`config.mk`:
```
export PLATFORM = sky130hd
export DESIGN_NAME = m4_column_decimator_core
export DESIGN_NICKNAME = d
export VERILOG_FILES = /design/src/hw/rtl/m4cd_pkg.sv /design/src/hw/rtl/m4cd_divider.sv /design/src/hw/rtl/m4cd_datapath.sv /design/src/hw/rtl/m4cd_ctrl.sv /design/src/hw/rtl/m4_column_decimator_core.sv
export SDC_FILE = /design/constraint.sdc
export NUM_CORES = 2
export LEC_CHECK = 0
export ABC_AREA = 1
export BUFFER_PORTS_ARGS = -buffer_cell sky130_fd_sc_hd__buf_4
export CORE_ASPECT_RATIO = 0.8
export CORE_MARGIN = 1
export CORE_UTILIZATION = 50
export DETAILED_ROUTE_END_ITERATION = 10
export PLACE_DENSITY = 0.66
export SLEW_MARGIN = 15
export SYNTH_ARGS = -nofsm -noshare
export SYNTH_HDL_FRONTEND = slang
export SYNTH_SLANG_ARGS = --single-unit
```
`constraint.sdc`:
```
create_clock -name clk -period 7.3 [get_ports clk]
set_clock_uncertainty 0.15 [all_clocks]
set_input_delay 0.365 -clock clk [delete_from_list [all_inputs] [get_ports clk]]
set_output_delay 0.365 -clock clk [all_outputs]
set_load 0.01 [all_outputs]
```
`src/hw/rtl/m4cd_pkg.sv`:
```
// Shared types and constants of the column decimator.
package m4cd_pkg;

  localparam int RANGE_BITS    = 12;
  localparam int WIDTH_BITS    = 13;
  localparam int TIME_BITS     = 64;
  localparam int NS_BITS       = 30;
  localparam int RANGE_NS_BITS = RANGE_BITS + NS_BITS;
  localparam int COL_BITS      = WIDTH_BITS;
  localparam int OUT_COL_BITS  = 12;
  localparam int KIND_BITS     = 2;
  localparam int CFG_IDX_BITS  = 2;
  localparam int DIV_BITS      = 64;
  localparam int DIV_CNT_BITS  = $clog2(DIV_BITS);

  localparam logic [NS_BITS-1:0] NS_PER_SECOND = 30'd1000000000;

  localparam logic [CFG_IDX_BITS-1:0] REG_RANGE_SECONDS = 2'd0;
  localparam logic [CFG_IDX_BITS-1:0] REG_PLOT_WIDTH    = 2'd1;
  localparam logic [CFG_IDX_BITS-1:0] REG_LATEST_TIME   = 2'd2;

  localparam logic [RANGE_BITS-1:0] RANGE_SECONDS_RESET = 12'd1;
  localparam logic [WIDTH_BITS-1:0] PLOT_WIDTH_RESET    = 13'd100;
  localparam logic [TIME_BITS-1:0]  LATEST_TIME_RESET   = 64'd0;

  localparam logic [KIND_BITS-1:0] KIND_ENTRY  = 2'd0;
  localparam logic [KIND_BITS-1:0] KIND_FIRST  = 2'd1;
  localparam logic [KIND_BITS-1:0] KIND_SECOND = 2'd2;
  localparam logic [KIND_BITS-1:0] KIND_EXIT   = 2'd3;

  typedef enum logic [1:0] {
    DIV_NPP  = 2'd0,
    DIV_END  = 2'd1,
    DIV_DIST = 2'd2
  } div_op_t;

  typedef struct packed {
    logic                 accept;
    logic                 div_start;
    div_op_t              div_op;
    logic                 latch_npp;
    logic                 latch_end;
    logic                 latch_start;
    logic                 latch_x;
    logic                 bin;
    logic                 emit;
    logic                 tail;
    logic [KIND_BITS-1:0] kind;
    logic                 close;
  } m4cd_cmd_t;

  typedef struct packed {
    logic grid_dirty;
    logic div_done;
    logic in_window;
    logic flush;
    logic col_open;
    logic out_free;
    logic last;
  } m4cd_status_t;

endpackage

```
`src/hw/rtl/m4cd_divider.sv`:
```
// Serial restoring divider, one quotient bit per cycle.
module m4cd_divider (
  input  logic                          clk,
  input  logic                          rst,
  input  logic                          start,
  input  logic [m4cd_pkg::DIV_BITS-1:0] dividend,
  input  logic [m4cd_pkg::DIV_BITS-1:0] divisor,
  output logic [m4cd_pkg::DIV_BITS-1:0] quotient,
  output logic [m4cd_pkg::DIV_BITS-1:0] remainder,
  output logic                          done
);

  localparam int DB = m4cd_pkg::DIV_BITS;

  logic [DB-1:0]                     quo;
  logic [DB-1:0]                     rem;
  logic [DB-1:0]                     dvs;
  logic [m4cd_pkg::DIV_CNT_BITS-1:0] cnt;
  logic                              busy;
  logic [DB:0]                       trial;

  assign trial = {rem, quo[DB-1]} - {1'b0, dvs};

  always_ff @(posedge clk) begin
    if (rst) begin
      busy <= 1'b0;
      done <= 1'b0;
      cnt  <= '0;
    end else begin
      done <= 1'b0;
      if (start) begin
        busy <= 1'b1;
        cnt  <= '0;
      end else if (busy) begin
        cnt <= cnt + 1'b1;
        if (cnt == m4cd_pkg::DIV_CNT_BITS'(DB - 1)) begin
          busy <= 1'b0;
          done <= 1'b1;
        end
      end
    end
  end

  always_ff @(posedge clk) begin
    if (start) begin
      quo <= dividend;
      rem <= '0;
      dvs <= divisor;
    end else if (busy) begin
      if (!trial[DB]) begin
        rem <= trial[DB-1:0];
        quo <= {quo[DB-2:0], 1'b1};
      end else begin
        rem <= {rem[DB-2:0], quo[DB-1]};
        quo <= {quo[DB-2:0], 1'b0};
      end
    end
  end

  assign quotient  = quo;
  assign remainder = rem;

endmodule

```
`src/hw/rtl/m4cd_datapath.sv`:
```
// Datapath: configuration, pixel grid, column state and output register.
module m4cd_datapath #(
  parameter int MAX_COLUMNS = 4096,
  parameter int VALUE_BITS  = 32
) (
  input  logic                                  clk,
  input  logic                                  rst,
  input  logic                                  cfg_we,
  input  logic [m4cd_pkg::CFG_IDX_BITS-1:0]     cfg_index,
  input  logic [m4cd_pkg::TIME_BITS-1:0]        cfg_data,
  input  logic [m4cd_pkg::TIME_BITS-1:0]        sample_time,
  input  logic signed [VALUE_BITS-1:0]          sample_value,
  input  logic                                  is_last,
  input  logic                                  out_stall,
  output logic                                  out_valid,
  output logic [m4cd_pkg::OUT_COL_BITS-1:0]     column,
  output logic signed [VALUE_BITS-1:0]          point_value,
  output logic [m4cd_pkg::KIND_BITS-1:0]        point_kind,
  output logic                                  end_of_run,
  input  m4cd_pkg::m4cd_cmd_t                   cmd,
  output m4cd_pkg::m4cd_status_t                st
);

  localparam int TB = m4cd_pkg::TIME_BITS;
  localparam int DB = m4cd_pkg::DIV_BITS;
  localparam int RB = m4cd_pkg::RANGE_NS_BITS;
  localparam int WB = m4cd_pkg::WIDTH_BITS;
  localparam int CB = m4cd_pkg::COL_BITS;

  logic [m4cd_pkg::RANGE_BITS-1:0] range_seconds;
  logic [WB-1:0]                   plot_width;
  logic [TB-1:0]                   latest_time;
  logic                            grid_dirty;

  logic [RB-1:0] span_ns_c;
  logic [WB-1:0] w_c;
  logic [RB-1:0] span_ns;
  logic [WB-1:0] w_q;
  logic [RB-1:0] npp;
  logic [TB-1:0] wend;
  logic [TB-1:0] wstart;

  logic [TB-1:0]                  t_q;
  logic signed [VALUE_BITS-1:0]   v_q;
  logic                           last_q;
  logic [CB-1:0]                  x_q;

  logic [CB-1:0]                  open_column;
  logic                           column_open;
  logic signed [VALUE_BITS-1:0]   entry_value;
  logic signed [VALUE_BITS-1:0]   exit_value;
  logic signed [VALUE_BITS-1:0]   min_value;
  logic signed [VALUE_BITS-1:0]   max_value;
  logic [TB-1:0]                  min_time;
  logic [TB-1:0]                  max_time;

  logic [DB-1:0] div_dividend;
  logic [DB-1:0] div_divisor;
  logic [DB-1:0] div_quo;
  logic [DB-1:0] div_rem;
  logic          div_done;

  logic                         new_col;
  logic                         min_first;
  logic signed [VALUE_BITS-1:0] emit_value;

  assign span_ns_c = RB'(range_seconds) * RB'(m4cd_pkg::NS_PER_SECOND);
  assign w_c = (plot_width == '0) ? WB'(1) :
               ((32'(plot_width) > MAX_COLUMNS) ? WB'(MAX_COLUMNS) : plot_width);

  always_ff @(posedge clk) begin
    if (rst) begin
      range_seconds <= m4cd_pkg::RANGE_SECONDS_RESET;
      plot_width    <= m4cd_pkg::PLOT_WIDTH_RESET;
      latest_time   <= m4cd_pkg::LATEST_TIME_RESET;
      grid_dirty    <= 1'b1;
    end else begin
      if (cfg_we) begin
        grid_dirty <= 1'b1;
        unique case (cfg_index)
          m4cd_pkg::REG_RANGE_SECONDS: range_seconds <= cfg_data[m4cd_pkg::RANGE_BITS-1:0];
          m4cd_pkg::REG_PLOT_WIDTH:    plot_width <= cfg_data[WB-1:0];
          m4cd_pkg::REG_LATEST_TIME:   latest_time <= cfg_data;
          default: ;
        endcase
      end else if (cmd.latch_start) begin
        grid_dirty <= 1'b0;
      end
    end
  end

  always_comb begin
    unique case (cmd.div_op)
      m4cd_pkg::DIV_NPP: begin
        div_dividend = DB'(span_ns_c);
        div_divisor  = DB'(w_c);
      end
      m4cd_pkg::DIV_END: begin
        div_dividend = latest_time;
        div_divisor  = DB'(npp);
      end
      m4cd_pkg::DIV_DIST: begin
        div_dividend = wend - t_q;
        div_divisor  = DB'(npp);
      end
      default: begin
        div_dividend = latest_time;
        div_divisor  = DB'(npp);
      end
    endcase
  end

  m4cd_divider u_div (
    .clk       (clk),
    .rst       (rst),
    .start     (cmd.div_start),
    .dividend  (div_dividend),
    .divisor   (div_divisor),
    .quotient  (div_quo),
    .remainder (div_rem),
    .done      (div_done)
  );

  always_ff @(posedge clk) begin
    if (cmd.div_start && cmd.div_op == m4cd_pkg::DIV_NPP) begin
      span_ns <= span_ns_c;
      w_q     <= w_c;
    end
    if (cmd.latch_npp) begin
      npp <= (div_quo == '0) ? RB'(1) : div_quo[RB-1:0];
    end
    if (cmd.latch_end) begin
      wend <= latest_time - div_rem;
    end
    if (cmd.latch_start) begin
      wstart <= (wend > TB'(span_ns)) ? (wend - TB'(span_ns)) : '0;
    end
    if (cmd.accept) begin
      t_q    <= sample_time;
      v_q    <= sample_value;
      last_q <= is_last;
    end
    if (cmd.latch_x) begin
      x_q <= (div_quo >= DB'(w_q)) ? '0 : (w_q - CB'(1) - div_quo[CB-1:0]);
    end
  end

  assign new_col = !column_open || (x_q != open_column);

  always_ff @(posedge clk) begin
    if (rst) begin
      column_open <= 1'b0;
    end else if (cmd.bin) begin
      column_open <= 1'b1;
    end else if (cmd.close) begin
      column_open <= 1'b0;
    end
  end

  always_ff @(posedge clk) begin
    if (cmd.bin) begin
      exit_value <= v_q;
      if (new_col) begin
        open_column <= x_q;
        entry_value <= v_q;
        min_value   <= v_q;
        max_value   <= v_q;
        min_time    <= t_q;
        max_time    <= t_q;
      end else begin
        if (v_q < min_value) begin
          min_value <= v_q;
          min_time  <= t_q;
        end
        if (v_q > max_value) begin
          max_value <= v_q;
          max_time  <= t_q;
        end
      end
    end
  end

  assign min_first = (min_time < max_time);

  always_comb begin
    unique case (cmd.kind)
      m4cd_pkg::KIND_ENTRY:  emit_value = entry_value;
      m4cd_pkg::KIND_FIRST:  emit_value = min_first ? min_value : max_value;
      m4cd_pkg::KIND_SECOND: emit_value = min_first ? max_value : min_value;
      m4cd_pkg::KIND_EXIT:   emit_value = exit_value;
      default:               emit_value = exit_value;
    endcase
  end

  always_ff @(posedge clk) begin
    if (rst) begin
      out_valid <= 1'b0;
    end else if (cmd.emit) begin
      out_valid <= 1'b1;
    end else if (!out_stall) begin
      out_valid <= 1'b0;
    end
  end

  always_ff @(posedge clk) begin
    if (cmd.emit) begin
      column      <= open_column[m4cd_pkg::OUT_COL_BITS-1:0];
      point_value <= emit_value;
      point_kind  <= cmd.kind;
      end_of_run  <= cmd.tail || (cmd.kind == m4cd_pkg::KIND_EXIT && !last_q);
    end
  end

  assign st.grid_dirty = grid_dirty;
  assign st.div_done   = div_done;
  assign st.in_window  = (t_q >= wstart) && (t_q <= wend);
  assign st.flush      = column_open && (x_q != open_column);
  assign st.col_open   = column_open;
  assign st.out_free   = !out_valid || !out_stall;
  assign st.last       = last_q;

  a_emit_free: assert property (@(posedge clk) disable iff (rst)
    cmd.emit |-> (!out_valid || !out_stall))
    else $error("point loaded over a pending transaction");

  a_bin_grid: assert property (@(posedge clk) disable iff (rst)
    cmd.bin |-> !grid_dirty)
    else $error("sample binned on a stale grid");

  a_npp_nonzero: assert property (@(posedge clk) disable iff (rst)
    cmd.latch_npp |=> (npp != '0))
    else $error("pixel period is zero");

endmodule

```
`src/hw/rtl/m4cd_ctrl.sv`:
```
// Controller: sequences grid update, column lookup, binning and point output.
module m4cd_ctrl (
  input  logic                   clk,
  input  logic                   rst,
  input  logic                   in_valid,
  output logic                   in_stall,
  input  m4cd_pkg::m4cd_status_t st,
  output m4cd_pkg::m4cd_cmd_t    cmd
);

  typedef enum logic [12:0] {
    S_IDLE      = 13'b0000000000001,
    S_NPP_GO    = 13'b0000000000010,
    S_NPP_WAIT  = 13'b0000000000100,
    S_END_GO    = 13'b0000000001000,
    S_END_WAIT  = 13'b0000000010000,
    S_GRID_FIN  = 13'b0000000100000,
    S_WIN       = 13'b0000001000000,
    S_DIST_GO   = 13'b0000010000000,
    S_DIST_WAIT = 13'b0000100000000,
    S_DECIDE    = 13'b0001000000000,
    S_FLUSH     = 13'b0010000000000,
    S_BIN       = 13'b0100000000000,
    S_TAIL      = 13'b1000000000000
  } state_t;

  state_t                           state;
  state_t                           state_next;
  logic [m4cd_pkg::KIND_BITS-1:0]   k;
  logic [m4cd_pkg::KIND_BITS-1:0]   k_next;

  always_ff @(posedge clk) begin
    if (rst) begin
      state <= S_IDLE;
      k     <= m4cd_pkg::KIND_ENTRY;
    end else begin
      state <= state_next;
      k     <= k_next;
    end
  end

  assign in_stall = (state != S_IDLE);

  always_comb begin
    state_next = state;
    k_next     = k;
    cmd        = '0;
    unique case (state)
      S_IDLE: begin
        if (in_valid) begin
          cmd.accept = 1'b1;
          state_next = st.grid_dirty ? S_NPP_GO : S_WIN;
        end
      end
      S_NPP_GO: begin
        cmd.div_start = 1'b1;
        cmd.div_op    = m4cd_pkg::DIV_NPP;
        state_next    = S_NPP_WAIT;
      end
      S_NPP_WAIT: begin
        if (st.div_done) begin
          cmd.latch_npp = 1'b1;
          state_next    = S_END_GO;
        end
      end
      S_END_GO: begin
        cmd.div_start = 1'b1;
        cmd.div_op    = m4cd_pkg::DIV_END;
        state_next    = S_END_WAIT;
      end
      S_END_WAIT: begin
        if (st.div_done) begin
          cmd.latch_end = 1'b1;
          state_next    = S_GRID_FIN;
        end
      end
      S_GRID_FIN: begin
        cmd.latch_start = 1'b1;
        state_next      = S_WIN;
      end
      S_WIN: begin
        if (st.in_window) begin
          state_next = S_DIST_GO;
        end else begin
          state_next = st.last ? S_TAIL : S_IDLE;
        end
      end
      S_DIST_GO: begin
        cmd.div_start = 1'b1;
        cmd.div_op    = m4cd_pkg::DIV_DIST;
        state_next    = S_DIST_WAIT;
      end
      S_DIST_WAIT: begin
        if (st.div_done) begin
          cmd.latch_x = 1'b1;
          state_next  = S_DECIDE;
        end
      end
      S_DECIDE: begin
        k_next     = m4cd_pkg::KIND_ENTRY;
        state_next = st.flush ? S_FLUSH : S_BIN;
      end
      S_FLUSH: begin
        cmd.kind = k;
        if (st.out_free) begin
          cmd.emit = 1'b1;
          k_next   = k + 1'b1;
          if (k == m4cd_pkg::KIND_EXIT) begin
            state_next = S_BIN;
          end
        end
      end
      S_BIN: begin
        cmd.bin    = 1'b1;
        state_next = st.last ? S_TAIL : S_IDLE;
      end
      S_TAIL: begin
        cmd.kind = m4cd_pkg::KIND_EXIT;
        cmd.tail = 1'b1;
        if (!st.col_open) begin
          cmd.close  = 1'b1;
          state_next = S_IDLE;
        end else if (st.out_free) begin
          cmd.emit   = 1'b1;
          cmd.close  = 1'b1;
          state_next = S_IDLE;
        end
      end
      default: begin
        state_next = S_IDLE;
      end
    endcase
  end

  a_done_in_wait: assert property (@(posedge clk) disable iff (rst)
    st.div_done |-> (state == S_NPP_WAIT || state == S_END_WAIT || state == S_DIST_WAIT))
    else $error("divider finished outside a wait state");

endmodule

```
`src/hw/rtl/m4_column_decimator_core.sv`:
```
// Top level of the M4 column decimator.
//
// Samples enter on the in channel (in_valid/in_stall) in time order; each
// transaction carries sample_time, sample_value and is_last. Points leave
// on the out channel (out_valid/out_stall): column, point_value, point_kind
// and end_of_run, which marks the last point that one sample causes.
// Configuration is written through cfg_we/cfg_index/cfg_data while idle.
//
// A sample inside the window, when the pixel grid is current, needs one
// 64-bit division on the serial divider, one quotient bit per cycle, and
// emits up to five points, paused while the out channel stalls. A sample
// outside the window needs no division. The first sample after a write to
// the configuration rebuilds the grid with two more divisions on the same
// divider. One sample is in work at a time; in_stall is low only while the
// controller is idle.
//
// Reset loads the register defaults and closes the open column. A stall on
// the out channel holds the output register and pauses point emission; the
// next sample is still accepted while the final point of a sample waits.
module m4_column_decimator_core #(
  parameter int MAX_COLUMNS = 4096,
  parameter int VALUE_BITS  = 32
) (
  input  logic                              clk,
  input  logic                              rst,
  input  logic                              cfg_we,
  input  logic [m4cd_pkg::CFG_IDX_BITS-1:0] cfg_index,
  input  logic [m4cd_pkg::TIME_BITS-1:0]    cfg_data,
  input  logic                              in_valid,
  output logic                              in_stall,
  input  logic [m4cd_pkg::TIME_BITS-1:0]    sample_time,
  input  logic signed [VALUE_BITS-1:0]      sample_value,
  input  logic                              is_last,
  output logic                              out_valid,
  input  logic                              out_stall,
  output logic [m4cd_pkg::OUT_COL_BITS-1:0] column,
  output logic signed [VALUE_BITS-1:0]      point_value,
  output logic [m4cd_pkg::KIND_BITS-1:0]    point_kind,
  output logic                              end_of_run
);

  m4cd_pkg::m4cd_cmd_t    cmd;
  m4cd_pkg::m4cd_status_t st;

  m4cd_ctrl u_ctrl (
    .clk      (clk),
    .rst      (rst),
    .in_valid (in_valid),
    .in_stall (in_stall),
    .st       (st),
    .cmd      (cmd)
  );

  m4cd_datapath #(
    .MAX_COLUMNS (MAX_COLUMNS),
    .VALUE_BITS  (VALUE_BITS)
  ) u_dp (
    .clk          (clk),
    .rst          (rst),
    .cfg_we       (cfg_we),
    .cfg_index    (cfg_index),
    .cfg_data     (cfg_data),
    .sample_time  (sample_time),
    .sample_value (sample_value),
    .is_last      (is_last),
    .out_stall    (out_stall),
    .out_valid    (out_valid),
    .column       (column),
    .point_value  (point_value),
    .point_kind   (point_kind),
    .end_of_run   (end_of_run),
    .cmd          (cmd),
    .st           (st)
  );

endmodule

```
# [Word-level counts from Yosys, hierarchy flattened]
# Cells that the tools add are included.
[word_totals] register_bits=949 out_inout_bits=49 wordCells=174
[op_classes] addsub=8 n_mul=1 order_cmp=8 eq_ne=31 n_mux=58 bitwise_logic=1 n_reduce_logical=32
[op_table] operator="2-to-1 mux 64 bit" n=7
[op_table] operator="2-to-1 mux 32 bit" n=6
[op_table] operator="2-to-1 mux 13 bit" n=13
[op_table] operator="case mux 13 bit (13 select lines)" n=1
[op_table] operator="case mux 32 bit (4 select lines)" n=1
[op_table] operator="case mux 64 bit (2 select lines)" n=1
[op_table] operator="subtractor 64 bit" n=2
[op_table] operator="subtractor 65 x 64 -> 65 bit" n=1
[op_table] operator=">= comparator 64 x 13 -> 1 bit" n=1
[op_table] operator=">= comparator 64 bit" n=1
[op_table] operator="greater-than comparator 64 x 42 -> 1 bit" n=1
[op_table] operator="less-or-equal comparator 64 bit" n=1
[op_table] operator="zero test 64 bit" n=1
[op_table] operator="< comparator 64 bit" n=1
[op_table] operator="subtractor 64 x 42 -> 64 bit" n=1
[op_table] operator="multiplier 12 x 21 -> 33 bit, second input constant" n=1
[op_table] operator="greater-than comparator 32 bit" n=1
[op_table] operator="< comparator 32 bit" n=1
[op_table] operator="2-to-1 mux 1 bit" n=22
[op_table] operator="AND reduction 2 bit" n=7
[op_table] operator="equality test 13 x 1 -> 1 bit, second input constant" n=1
[op_table] operator="equality test 13 x 10 -> 1 bit, second input constant" n=1
[op_table] operator="equality test 13 x 11 -> 1 bit, second input constant" n=1
[op_table] operator="equality test 13 x 12 -> 1 bit, second input constant" n=1
[op_table] operator="other kinds (38)" n=64

# [Logic depth before layout (Yosys ltp)]
[depth] depth_word=7 ltp_mapped=25 ltp_nobuf=25

# [Cells and area by module]
# A second synthesis with hierarchy kept.
[hier_totals] hier_cells=8247 area_unflattened_um2=64818.4
[by_module_without_submodules] mod="m4cd_datapath" instances=1 cells_per_inst=5784 area_per_inst_um2=49321.1 seq_area_each_um2=21120.3
[by_module_without_submodules] mod="m4cd_divider" instances=1 cells_per_inst=2291 area_per_inst_um2=14468.9 seq_area_each_um2=5285.1
[by_module_without_submodules] mod="m4cd_ctrl" instances=1 cells_per_inst=172 area_per_inst_um2=1028.5 seq_area_each_um2=300.3

# [Worst setup path before layout]
# Ideal clock, no wire load.
[synth_path] path_type="register to register" from="reg u_ctrl.state[8]" to="reg u_dp.last_q (enable)" setup_ns=0.554 t_arrival_ns=5.970 t_required_ns=6.596 path_slack_ns=0.626 path_stages_with_launch=12 period_less_slack_ns=6.674 cell_sequence="dfxtp_1 -> nor2_4 -> nand3_4 -> nor2_4 -> nand2_1 -> inv_2 -> nor2_8 -> inv_6 -> nor2_1 -> nand2_1 -> nand2_2 -> nor2_1"
[synth_rtl] item="from (decl)" line="m4cd_ctrl.sv:27" source="state_t state;"
[synth_rtl] item="from (signal assigned)" line="m4cd_ctrl.sv:37" source="state <= state_next;"
[synth_rtl] item="to (signal assigned)" line="m4cd_datapath.sv:141" source="last_q <= is_last;"
[synth_rtl] item="to (decl)" line="m4cd_datapath.sv:45" source="logic last_q;"

# [Final worst setup path]
[layout_path] from="reg u_dp.range_seconds[3] in the netlist's numbering" to="reg u_dp.u_div.quo[37] (netlist: u_dp.u_div.quotient[37]), data pin"
[layout_between] elab_chain_len=3
[layout_lines] item="from (decl)" line="m4cd_datapath.sv:30" source="logic [m4cd_pkg::RANGE_BITS-1:0] range_seconds;"
[layout_lines] item="from (signal assigned)" line="m4cd_datapath.sv:73" source="range_seconds <= m4cd_pkg::RANGE_SECONDS_RESET;"
[layout_lines] item="from (signal assigned)" line="m4cd_datapath.sv:81" source="m4cd_pkg::REG_RANGE_SECONDS: range_seconds <= cfg_data[m4cd_pkg::RANGE_BITS-1:0];"
[layout_lines] item="multiplier 12 x 21 -> 33 bit" line="m4cd_datapath.sv:67" source="assign span_ns_c = RB'(range_seconds) * RB'(m4cd_pkg::NS_PER_SECOND);"
[layout_lines] item="via u_dp.span_ns_c[37]" line="m4cd_datapath.sv:35" source="logic [RB-1:0] span_ns_c;"
[layout_lines] item="case mux 64 bit (2 select lines)" line="m4cd_datapath.sv:93" source="unique case (cmd.div_op)"
[layout_lines] item="2-to-1 mux 64 bit" line="m4cd_divider.sv:45" source="if (start) begin"
[layout_lines] item="to (signal assigned)" line="m4cd_divider.sv:46" source="quo <= dividend;"
[layout_lines] item="to (signal assigned)" line="m4cd_divider.sv:52" source="quo <= {quo[DB-2:0], 1'b1};"
[layout_lines] item="to (signal assigned)" line="m4cd_divider.sv:55" source="quo <= {quo[DB-2:0], 1'b0};"
[layout_lines] item="to (decl)" line="m4cd_divider.sv:15" source="logic [DB-1:0] quo;"
# The timed path passes the listed nets, and every way through them passes these cells.
# A chain may end at the register's enable or synchronous reset.

==> results.md <==
* Register bit total from synthesis at 927
* Fin. max-slew vios at 0
* Worst-Skew Late Latency at 0.75 ns
* Layout cells sized above 1 at 0.06672
* Met3 usage at 0.06334
* Chip width at 393.7 µm
* Synth warnings at 0
* Largest net degree at the start of global routing at 98
* Post-synthesis simple-gate area fraction at 0.2289
* Routed Antenna Nets at 0
* Reg-to-reg endpoint: u_dp.u_div.quotient[37]
* Final GP Congestion at 1.026
* Final hold viol count at 0
* Slowest-stage cell, CP: dfxtp_1
* Largest family of logic cells by synthesized area: simple AND/OR/NAND/NOR gates
* Setup crit start kind: register
* Kind of critical path: register to register
* Flop2flop setup slack at 1.55 ns
* Core area at 121,200 µm²
* Arrival time worst endpoint at 6.08 ns
* Tot GR Track Use at 0.3312
* Crit path capture type: register
* Net Count, Synth at 8,281
* Post-synth ARST share at 0
* Pwr dens at 323.2 nW/µm²
* Slew at the pin closest to its max-slew limit at 1.141 ns
* Syn Inst Count at 7,504
* Port bufs at 216
* Worst-path cell chain: fa_1, fa_1, fa_1, inv_1, fa_1, fa_1, inv_1, ha_1, nand2_1, nor2_1, inv_1, nor3_1, nand2_1, nand2_1, a21oi_1, or2_2, and2_1, nand2_1, nand2_1
* Antenna violations before repair at 14
* Die height at 315.4 µm
* Post-synthesis mux area share at 0
* Row cnt at 114
* Final routed DRC violation total at 0
* Critical path origin: u_dp.range_seconds[3]
* Post-synth EDFFs at 748
* Final setup viols at 0
* TritonCTS Buffers at 99
* Via density per instance at 5.571
* Synth Flop Type: edfxtp_1
* Vias at 53,320
* Mapped Area at 61,380 µm²
* Die area at 124,200 µm²
* Critical path depth at 19
* Gr busiest metal: met1
* Worst rel slew slack at 0.2395
* Fin crit period at 5.751 ns
* Adder-Cell Fraction of Synth Area at 0.1354
* Most common cell after layout, fill and taps aside: nand2_1
* Placed cells at 9,214
* CP endpoint: u_dp.u_div.quotient[37]
* Seq/Total Area, Yosys at 0.4243
* Worst vdd ir at 0.0002269 V
* CTS Root Cell: clkbuf_16
* Synth Area in XOR/XNOR at 0.02411
* Drt wl/cell at 21.83 µm
* Global route total overflow at 0
* Complex-gate fraction of the synthesized area at 0.09701
* Worst min-delay path class: input pin to register
* CTS Sinks at 927
* Library cells used by synthesis at 64
* HPWL after DPL at 164.2 mm
* CP peak stage delay at 0.68 ns
* Power Total at 0.02247 W
* R2R depth at 19
* Initial Util at 0.5063
* RSZ-0062 raised after global routing: no
* Outcome: finished clean
* Total negative slack at 0 ns
* First-pass GRT wire length at 309.1 mm
* CTS tree: done
* Iter 0 DRT Violations at 5,921
* Max clock buf depth at 3
* H-tree depth at 3
* Crit path max fanout at 8
* Routed wire length at 208.9 mm
* Clock-pin slew on the worst setup and hold paths at 0.07 ns
* Pre-antenna DRT Iters at 6
* M2 GR Usage at 0.4863
* Most frequent cells in the layout: nand2_1 (1,628), inv_1 (1,234), nor2_1 (811)
* Layout Cells excl Fill at 9,570
* Syn avg cell area at 8.180 µm²
* WP data required at 7.63 ns
* Final Net Count at 8,638
* Share of the core filled with cells at 0.5736
* GRT met1 Usage at 0.4964
* Fin area at 69,540 µm²
* Worst r2r src: u_dp.range_seconds[3]
* FMAX at 173.9 MHz
* Top delay family on crit path: adder cells
* Area post-placement at 64,590 µm²
* MaxCap Viol Count at 0
* Worst path bufs/invs at 3
* Area Growth Syn to Fin at 13.30%
* Top Ports at 217
* Vias in the first global route at 49,830
* P_leak at 31.31 nW
* Final Cycle Share at 0.7878
-- worst min path at each step --
stage,from,end,slack (ns),cells after the start
floorplan,u_dp.open_column[8],u_dp.column[8],0.28,0
global placement,u_dp.x_q[4],u_dp.open_column[4],0.30,0
detailed placement,u_dp.u_div.quotient[17],u_dp.npp[17],0.30,0
CTS,sample_time[49],u_dp.t_q[49],0.14,2
global route,sample_time[63],u_dp.t_q[63],0.16,2
finish,sample_time[60],u_dp.t_q[60],0.19,2
-- metrics by stage --
step / hold slack [ns] / worst slack (ns)
6_report: 0.1918 / 1.549
5_1_grt: 0.1608 / 1.179
4_1_cts: 0.1432 / 1.659
3_5_place_dp: 0.2982 / 1.687
3_3_place_gp: 0.3043 / 1.716
2_1_floorplan: 0.2764 / 0.6261
-- cell usage after synthesis (10+ instances only) --
master | number | area, µm²
nand2_2 | 20 | 125.1
buf_6 | 10 | 112.6
nand3_1 | 470 | 2352
a21o_1 | 48 | 360.4
o21ai_1 | 37 | 185.2
o21ai_0 | 314 | 1572
nor2_2 | 16 | 100.1
or2_2 | 38 | 237.7
edfxtp_1 | 748 | 22460
a21oi_1 | 495 | 2477
xor2_1 | 99 | 867.1
dfxtp_1 | 179 | 3583
o21a_1 | 23 | 172.7
o21bai_1 | 47 | 352.8
xnor2_1 | 70 | 613.1
nand2_1 | 1631 | 6122
fa_1 | 92 | 1842
nor3_1 | 76 | 380.4
nor4_1 | 36 | 225.2
a21boi_0 | 14 | 105.1
and2_1 | 14 | 87.58
clkbuf_1 | 97 | 364.1
nor2_4 | 10 | 112.6
buf_2 | 36 | 180.2
a31oi_1 | 38 | 237.7
nand4_1 | 108 | 675.7
o211ai_1 | 18 | 135.1
nor2_1 | 817 | 3067
nand3b_1 | 40 | 300.3
inv_2 | 18 | 67.56
inv_1 | 1238 | 4647
ha_1 | 517 | 6469
-- layout make-up --
class	count	area [µm²]
fill	11150	51700
multi-input combinational	5157	29890
sequential	927	26050
inverter	1261	4740
timing repair buffer	415	3578
clock buffer	140	2840
tap	1624	2032
clock inverter	44	407.9
antenna	2	5.005
-- report_power, final --
group	internal (W)	total, W	switching, W
logic	0.00302	0.00966	0.00663
registers	0.00687	0.00769	0.000819
clock network	0.00285	0.00513	0.00229
-- metal layers --
layer	wire length, µm	up-vias
met4	5816	14
met1	96600	25230
met2	86480	2303
met5	96	-
li1	-	25440
met3	19870	327
-- flip-flops by register name (all words and copies together), names as in the netlist, 33 cells and up --
register / cells
u_dp.span_ns: 33
u_dp.npp: 42
u_dp.max_time: 64
u_dp.wstart: 64
u_dp.u_div.dvs: 42
u_dp.wend: 64
u_dp.min_time: 64
u_dp.u_div.quotient: 64
u_dp.u_div.remainder: 64
u_dp.latest_time: 64
u_dp.t_q: 64
-- logic make-up (layout without fill, tap and decap cells) --
kind of cell / Yosys count / count (layout)
adders and majority gates: 609 / 609
and+or+nand+nor: 3303 / 3303
xor gates and xnor gates: 169 / 169
DFF: 927 / 927
other: 0 / 2
buffers and inverters: 1420 / 1860
AOI/OAI and AO/OA: 1076 / 1076
-- what timing repair did --
| action | in CTS | in global routing |
|---|---|---|
| gates resized for setup | 0 | 0 |
| hold endpoints to repair | 203 | 0 |
| hold buffers | 170 | 0 |
| setup buffers | 0 | 0 |
Power figures use the tool's default switching activity.
